===== src/sv/uvs_pkg.sv =====
// Shared types, constants and helpers for the UV-sphere cell vertex generator.
// Used by every module of the block; depends on nothing else.
`default_nettype none
package uvs_pkg;

    localparam int LAT_BITS    = 10;
    localparam int LON_BITS    = 10;
    localparam int CNT_BITS    = 11;
    localparam int ANG_BITS    = 16;
    localparam int POS_BITS    = 17;
    localparam int CORNER_BITS = 3;
    localparam int MOD_CELLS   = LON_BITS;
    localparam int HORNER_STEPS = 5;
    localparam int SINCOS_LAT  = HORNER_STEPS + 3;

    localparam logic [CNT_BITS-1:0] MAX_GRID = 11'd1024;
    localparam logic [CORNER_BITS-1:0] CORNER_LAST = 3'd5;
    localparam logic [ANG_BITS-1:0] QUARTER_TURN = 16'h4000;

    typedef enum logic [1:0] {
        CFG_PHI_STEP,
        CFG_THETA_STEP,
        CFG_RADIUS,
        CFG_LON_COUNT
    } t_cfg_idx;

    // Q30 Taylor coefficients of sin(t*pi/2), highest order first.
    localparam logic [31:0] COEF_C11 = 32'd3864;
    localparam logic [31:0] HORNER_COEF [HORNER_STEPS] = '{
        32'd172272, 32'd5026995, 32'd85569306, 32'd693598668, 32'd1686629713
    };

    // One vertex beat travelling through the modulo chain.
    typedef struct packed {
        logic                   valid;
        logic [LON_BITS-1:0]    rem;
        logic [LON_BITS-1:0]    lon;
        logic [LAT_BITS:0]      lat;
        logic                   use_j1;
        logic [CORNER_BITS-1:0] corner;
    } t_beat;

    // Polynomial evaluation state handed from one Horner step to the next.
    typedef struct packed {
        logic [31:0] acc;
        logic [30:0] sq;
        logic [14:0] t;
        logic [1:0]  quad;
    } t_poly;

    // Rounds a product to Q.8 by magnitude, half away from zero, saturating.
    function automatic logic [POS_BITS-1:0] q8_round(input logic signed [48:0] p,
                                                     input logic wide);
        logic [48:0] mag;
        logic [48:0] rnd;
        logic [15:0] res;
        mag = p[48] ? 49'(-p) : 49'(p);
        rnd = wide ? ((mag + (49'd1 << 29)) >> 30) : ((mag + (49'd1 << 14)) >> 15);
        res = (rnd > 49'd65535) ? 16'hFFFF : rnd[15:0];
        return p[48] ? 17'(-{1'b0, res}) : {1'b0, res};
    endfunction

endpackage
`default_nettype wire


===== src/sv/uvs_mod_cell.sv =====
// One restoring step of the longitude remainder: brings in one index bit.
// Depends on uvs_pkg.
`default_nettype none
module uvs_mod_cell (
    input  logic                    i_clk,
    input  logic                    i_rst_n,
    input  logic                    i_en,
    input  logic [10:0]             i_div,
    input  uvs_pkg::t_beat          i_beat,
    output uvs_pkg::t_beat          o_beat
);
    import uvs_pkg::*;

    logic [LON_BITS:0] w_part;
    logic [LON_BITS:0] w_diff;
    t_beat             n_beat;
    t_beat             r_beat;

    assign w_part = {i_beat.rem, i_beat.lon[LON_BITS-1]};
    assign w_diff = w_part - i_div;

    always_comb begin
        n_beat     = i_beat;
        n_beat.rem = (w_part >= i_div) ? w_diff[LON_BITS-1:0] : w_part[LON_BITS-1:0];
        n_beat.lon = {i_beat.lon[LON_BITS-2:0], 1'b0};
    end

    always_ff @(posedge i_clk) begin
        if (!i_rst_n) begin
            r_beat.valid <= 1'b0;
        end else if (i_en) begin
            r_beat <= n_beat;
        end
    end

    assign o_beat = r_beat;

endmodule
`default_nettype wire


===== config.mk =====
export PLATFORM = sky130hd
export DESIGN_NAME = uvs_mod_cell
export DESIGN_NICKNAME = d
export VERILOG_FILES = /design/src/sv/uvs_pkg.sv /design/src/sv/uvs_mod_cell.sv
export SDC_FILE = /design/constraint.sdc
export NUM_CORES = 1
export LEC_CHECK = 0
export BUFFER_PORTS_ARGS = -buffer_cell sky130_fd_sc_hd__buf_2
export CELL_PAD_IN_SITES_DETAIL_PLACEMENT = 0
export CELL_PAD_IN_SITES_GLOBAL_PLACEMENT = 1
export CORE_MARGIN = 2
export CORE_UTILIZATION = 32
export DETAILED_ROUTE_END_ITERATION = 8
export PLACE_DENSITY_LB_ADDON = 0.1
export SLEW_MARGIN = 20
export SYNTH_ARGS = -nofsm -noshare
export SYNTH_HDL_FRONTEND = slang
export SYNTH_SLANG_ARGS = --single-unit

===== constraint.sdc =====
create_clock -name i_clk -period 1.74 [get_ports i_clk]
set_clock_uncertainty 0.05 [all_clocks]
set_input_delay 0.087 -clock i_clk [delete_from_list [all_inputs] [get_ports i_clk]]
set_output_delay 0.087 -clock i_clk [all_outputs]
set_load 0.05 [all_outputs]

==> results of run 1 <==
## critical path: cells and delay by family
family | cells | cell delay [ns]
mux | 1 | 0.26
buf+inv | 3 | 0.20
simple gates | 1 | 0.09
compound gates | 2 | 0.35
xor+xnor | 1 | 0.10
fa+ha+maj | 2 | 0.52
## worst paths after layout
path / startpoint / slack [ns] / cells after the start / end
worst min register to register: o_beat[35]$_SDFFE_PN0P_ / 0.49 / 2 / o_beat[35]$_SDFFE_PN0P_
worst min-delay path: i_beat[35] / 0.03 / 3 / o_beat[35]$_SDFFE_PN0P_
worst max-delay path: i_beat[24] / 0.11 / 10 / o_beat[33]$_DFFE_PP_
worst max register to register: o_beat[35]$_SDFFE_PN0P_ / 1.09 / 2 / o_beat[35]$_SDFFE_PN0P_
## kinds of logic after synthesis
kind of cell,count (synthesis)
AO/OA/AOI/OAI,25
XOR/XNOR,4
adder cells (fa/ha/maj),12
buffers and inverters,15
flip-flops,35
multiplexers,11
other,1
AND/OR/NAND/NOR,28
## routing by layer
layer / wire, um / vias up / track usage (%)
met5: 0 / - / 0
met4: 41 / 0 / 3.621
met3: 263 / 5 / 3.295
met2: 2074 / 51 / 24.24
met1: 1753 / 682 / 16.05
li1: - / 759 / -
## cell usage in the layout (no fill, tap or decap), drive strengths merged, types with 2 or more instances in the layout
cell type,netlist,routed
o21ai,4,4
a21oi,10,10
mux2i,2,2
edfxtp,34,34
a211oi,3,3
nand3,2,2
nor4,2,2
dlygate4sd3,0,25
mux2,9,9
nor2b,2,2
nor2,5,5
xnor2,2,2
a311o,2,2
xor2,2,2
ha,11,11
clkinv,0,2
clkbuf,0,5
nand2,9,10
inv,13,13
nand2b,2,2
buf,2,108
## metrics by stage
step | setup WS (ns) | power [W] | util [%] | area [sq um] | TNS (ns)
after floorplan | -0.01454 | 0.001532 | - | 1828 | -0.02586
final | 0.1064 | 0.002331 | 52.31 | 2880 | 0
after detailed placement | -0.2186 | 0.001751 | 45.40 | 2500 | -1.821
after CTS | 0.06882 | 0.002340 | 51.35 | 2828 | 0
after global routing | 0.002079 | 0.002454 | 52.31 | 2880 | 0
after global placement | -0.2019 | 0.001740 | 45.40 | 2500 | -1.628
## repair_timing
action,4_1_cts,5_1_grt
hold endpoints to repair,25,0
setup endpoints to repair,0,9
gates resized for setup,0,6
hold buffers,25,0
## report_power, final
| part | switching, W | leakage (nW) | total (W) | internal, W |
|---|---|---|---|---|
| sequential | 0.0000130 | 0.327 | 0.00102 | 0.00100 |
| clock | 0.000270 | 0.0414 | 0.000536 | 0.000266 |
| combinational | 0.000451 | 0.921 | 0.000779 | 0.000328 |
## final cells by class
type                    count  share of cell area [%]
well taps                  72                   3.128
flip-flops and latches     35                   36.14
multi-input cells          82                   26.80
repair buffers            133                   29.54
clock buffers               5                   2.389
inverters                  13                   1.694
clock inverters             2                  0.3041
==> key figures, run 1 <==
Timing
  • Fin Hold WS: 0.02700 ns
  • RSZ-0062 raised after global routing: false
  • Max Slew Vio Count: 0
  • Tmin final: about 1.6 ns
  • Final period util: a little over nine tenths
  • Final Hold Viols: 0
  • # setup viols final: 0
  • Fmax: 0.6122 GHz

Die
  • Die Width: 79.35 um
  • Rows: 27
  • Die area: ~6300 sq um
  • Initial Util: around a third
  • Die Span Y: between 70 and 80 um
  • Core Region: around 5500 sq um
  • IO Count: 86

Synth
  • Seq cells post-synth: 35
  • Top FF cell, synth: edfxtp_1
  • Post-synth EDFFs: 34
  • Synth top area share: between 50% and 60%
  • Yosys top cell by area: edfxtp_1
  • Unique masters post-synth: between 40 and 50
  • Async S/R FF share, synth: 0%
  • Ys Warns: 0
  • Synth Instances: 131
  • Count leader, synth: edfxtp_1
  • Ranking of synthesized cells by area: edfxtp_1 (56%), ha_1 (7.6%), mux2_4 (6.6%)
  • Syn_nets: about 190
  • Xor/xnor share of the synthesized area: under 10%
  • Largest family of logic cells by synthesized area: compound AO/OA/AOI/OAI gates
  • Synth Area in Simple Gates: between 8 and 9%
  • Compound-gate portion of the synthesized area: 10.88%
  • Post-Synth Adder-Cell Area: between 8 and 9%
  • Post-synthesis mux area share: between 8 and 9%
  • Post-synthesis sequential area ratio: 57.30%
  • Synthesized area per cell: around 14 sq um
  • Synthesized cell area: around 1800 sq um
  • Post-synth top cells: edfxtp_1 (34), inv_1 (12), ha_1 (11)

Run status
  • Outcome: completed

Clocking
  • Clock Tree Root: clkbuf_8
  • CTS tree: built
  • Clk sink count: 35
  • Htree depth: 2
  • CTS buffer count: 5
  • # Post-CTS Setup Buffers: 0
  • Clock buffer depth: 2
  • Clock transition at path regs: roughly 0.07 ns
  • Clock latency on the worst-skew pair: ~0.28 ns

Power and ir drop
  • Static leakage: approximately 1.3 nW
  • Pwr/cell area: about 800 nW/um^2
  • Maximum vdd drop: 0.0003322 V

Drt
  • DR iter-0 viols: 31
  • Post-DRT Antenna Nets: 0
  • Vias per cell: approximately 4.4
  • Drt wl/cell: roughly 12 um
  • Post-Route WL: 4.131 mm
  • First drt pass iteration count: 4
  • Drt drc: 0
  • Routed vias: 1497

Finish
  • Cell Count, Final, Fillers Out: ~340
  • Max FFs per register: 35
  • Nets: approximately 330
  • Area taken by multi-input logic gates: a little under 800 sq um
  • Fill cells: roughly 490
  • Register Area: 1041 sq um
  • P&R area growth vs syn: 58.54%
  • Ant. Diodes: 0
  • Share of cells above drive strength 1: between 50 and 60%

Run
  • Max-cap violations: 0

Placed design
  • Inst Count DP: just over 300
  • RD Place Congestion: 0.8116
  • HPWL after DPL: roughly 3.0 mm
  • Port Buffers: 84

Critical path
  • CP max stage delay: between 0.3 and 0.4 ns
  • Worst-path cell chain: buf_2 -> inv_1 -> ha_1 -> inv_1 -> fa_2 -> nand3_4 -> a21oi_2 -> a2111oi_4 -> xnor2_1 -> mux2_4
  • CP arrival: about 1.6 ns
  • CP most frequent cell: inv_1
  • Classification of the worst setup path: input port to flip-flop
  • CP max stage cell: fa_2
  • CP endpoint kind: flip-flop
  • Required @ worst endpoint: about 1.7 ns
  • Max FO, Critical Path: 3
  • Worst Setup Start Kind: input port

GRT
  • First-pass GRT wire length: approximately 6.7 mm
  • Largest net degree at the start of global routing: 35
  • GRT overflow: 0
  • Vias in the first global route: ~1500
  • Antenna violations before repair: 0
  • All-Layer GR Usage: between 10% and 20%

Worst hold path
  • Hold Path Class: input port to flip-flop
(Power assumes the default switching activity.)
==> inputs of run 2 (changes only) <==
CORE_UTILIZATION = 33   (was 32)
CTS_BUF_LIST = sky130_fd_sc_hd__clkbuf_2 sky130_fd_sc_hd__clkbuf_4 sky130_fd_sc_hd__clkbuf_8   (was default)
==> run 2 against run 1 <==
Compared with the run above: largest cell class unchanged; sequential share of layout area grew 0.24 points; cell area shrank 0.65%; sequential cell count is the same; maximum frequency grew 1.5%; worst hold slack lost 0.0049 ns; global-route usage grew 0.076 points; clock power grew 30%; setup slack gained 0.024 ns; cell count is the same; critical path depth is the same; wire length shrank 1.7%.
==> key figures, run 2 (synthesis results as in run 1) <==
Timing
  • Final period util: 92.51% (was 93.88%)
  • Max Slew Vio Count: 0 (unchanged)
  • Tmin final: 1.610 ns (was 1.634 ns)
  • RSZ-0062 raised after global routing: false (unchanged)
  • Final Hold Viols: 0 (unchanged)
  • Fin Hold WS: 0.02206 ns (was 0.02700 ns)
  • Final setup margin: 0.1303 ns (was 0.1064 ns)
  • Fmax: 0.6212 GHz (was 0.6122 GHz)
  • # setup viols final: 0 (unchanged)

Power and ir drop
  • Sw Share: 29.68% (was 31.50%)
  • Static leakage: 1.297 nW (was 1.290 nW)
  • Pwr/cell area: 862.7 nW/um^2 (was 809.4 nW/um^2)
  • Maximum vdd drop: 0.0003353 V (was 0.0003322 V)
  • Logic pwr share: 30.6% (was 33.4%)
  • Seq pwr share: 41.2% (was 43.6%)
  • Switching power total: 0.0007328 W (was 0.0007343 W)
  • Internal cell power: 0.001736 W (was 0.001597 W)
  • Clock power share: 28.2% (was 23.0%)

Placed design
  • Port Buffers: 84 (unchanged)
  • HPWL after DPL: 3.036 mm (was 3.030 mm)
  • Pre-CTS WS: -0.2096 ns (was -0.2186 ns)
  • RD Place Congestion: 0.7824 (was 0.8116)

Critical path
  • Worst Setup Start Kind: input port (unchanged)
  • Largest delay share family, worst path: compound AO/OA/AOI/OAI gates (was adder cells)
  • R2R setup slack: 1.09 ns (about the same)
  • CP max stage cell: a311o_1 (was fa_2)
  • CP most frequent cell: inv_1 (unchanged)
  • Worst-path cell chain: buf_2 -> inv_1 -> ha_1 -> inv_1 -> fa_2 -> nand3_2 -> a21boi_2 -> nor4_1 -> a311o_1 -> mux2_4 (was buf_2 -> inv_1 -> ha_1 -> inv_1 -> fa_2 -> nand3_4 -> a21oi_2 -> a2111oi_4 -> xnor2_1 -> mux2_4)
  • CP max stage delay: 0.32 ns (was 0.37 ns)
  • Max FO, Critical Path: 3 (unchanged)
  • CP Buf/Inv Count: 3 (unchanged)
  • CP arrival: 1.59 ns (was 1.62 ns)
  • CP endpoint kind: flip-flop (unchanged)
  • Classification of the worst setup path: input port to flip-flop (unchanged)
  • Required @ worst endpoint: 1.72 ns (about the same)

Die
  • Die Span Y: 78.20 um (was 79.35 um)
  • Initial Util: 33.61% (was 32.99%)
  • Die area: 6114 sq um (was 6296 sq um)
  • Die Width: 78.20 um (was 79.35 um)
  • Core Region: 5405 sq um (was 5507 sq um)
  • IO Count: 86 (unchanged)
  • Rows: 27 (unchanged)

Finish
  • Share of cells above drive strength 1: 51.48% (was 52.22%)
  • Max FFs per register: 35 (unchanged)
  • Nets: 331 (was 332)
  • Final Util: 52.94% (was 52.31%)
  • Ant. Diodes: 0 (unchanged)
  • Commonest non-fill, non-tap cell in the layout: buf_2 (unchanged)
  • P&R area growth vs syn: 57.51% (was 58.54%)
  • Most frequent cells in the layout: buf_2 (84), edfxtp_1 (34), dlygate4sd3_1 (25), buf_4 (24), inv_1 (12) (unchanged)

Clocking
  • Clk sink count: 35 (unchanged)
  • Clock buffer depth: 2 (unchanged)
  • CTS buffer count: 5 (unchanged)
  • CTS tree: built (unchanged)
  • Htree depth: 2 (unchanged)
  • Clock Tree Root: clkbuf_8 (unchanged)
  • Clock transition at path regs: 0.07 ns (about the same)
  • Clock latency on the worst-skew pair: 0.28 ns (about the same)

Drt
  • DR iter-0 viols: 53 (was 31)
  • Drt drc: 0 (unchanged)
  • Vias per cell: 4.365 (was 4.377)
  • First drt pass iteration count: 4 (unchanged)
  • Post-DRT Antenna Nets: 0 (unchanged)
  • Post-Route WL: 4.062 mm (was 4.131 mm)
  • Drt wl/cell: 11.88 um (was 12.08 um)
  • Routed vias: 1493 (was 1497)

GRT
  • Largest net degree at the start of global routing: 35 (unchanged)
  • First-pass GRT wire length: 6.589 mm (was 6.665 mm)
  • Antenna violations before repair: 0 (unchanged)
  • GRT overflow: 0 (unchanged)
  • All-Layer GR Usage: 13.57% (was 13.50%)
  • Vias in the first global route: 1535 (was 1521)

Worst hold path
  • Hold Path Class: input port to flip-flop (unchanged)

Run status
  • Outcome: completed (unchanged)

Run
  • Max-cap violations: 0 (unchanged)
-- run 2: cell count changes in the layout (fill, tap and decap cells not counted), sizes merged --
| cell | previous run | this run |
|---|---|---|
| nand2 | 10 | 9 |
| bufinv | 0 | 1 |
-- run 2: area by class of cell --
type                    count  area (sq um)
clock buffers               5         68.82
clock inverters             3         38.79
fillers                   511          2544
inverters                  13         48.80
multi-input cells          81         723.2
flip-flops and latches     35          1041
well taps                  72         90.09
repair buffers            133         850.8
-- run 2: power groups by stage --
stage | clock (W) | sequential, W | combinational, W
after global placement | 0 | 0.00103 | 0.000706
after CTS | 0.000727 | 0.00102 | 0.000761
final | 0.000697 | 0.00102 | 0.000755
after floorplan | 0 | 0.00126 | 0.000273
after global routing | 0.000761 | 0.00102 | 0.000812
after detailed placement | 0 | 0.00104 | 0.000714
-- run 2: worst register-to-register path, cell delays in order (launching register included) --
cell and delay, ns:
dfxtp_1 0.31, mux2i_1 0.13, nor2b_1 0.06
-- run 2: metal layers --
layer,wire [um],global-route usage [%],up-vias
met5,0,0,-
met4,59,4.737,0
met3,256,2.874,7
met2,1923,23.79,52
met1,1822,16.51,670
li1,-,-,764
-- run 2: stage by stage --
| stage | cells | setup TNS, ns | power, W | instance area [sq um] |
|---|---|---|---|---|
| after floorplan | 131 | -0.02586 | 0.001532 | 1828 |
| after global placement | 309 | -1.582 | 0.001739 | 2500 |
| after detailed placement | 309 | -1.630 | 0.001749 | 2500 |
| after CTS | 342 | 0 | 0.002504 | 2858 |
| after global routing | 342 | 0 | 0.002594 | 2861 |
| final | 342 | 0 | 0.002469 | 2861 |
-- run 2: worst paths after layout --
path / startpoint / endpoint / cells after the start
max: i_beat[24] / o_beat[31]$_DFFE_PP_ / 10
min: i_beat[35] / o_beat[35]$_SDFFE_PN0P_ / 3
max reg2reg: o_beat[35]$_SDFFE_PN0P_ / o_beat[35]$_SDFFE_PN0P_ / 2
min reg2reg: o_beat[35]$_SDFFE_PN0P_ / o_beat[35]$_SDFFE_PN0P_ / 2
-- run 2: timing repair --
item                                   in CTS  in global routing
setup buffers                               0                  0
resized for setup                           0                  1
setup endpoints to repair                   0                  4
hold buffers                               25                  0
endpoints found under the hold margin      25                  0
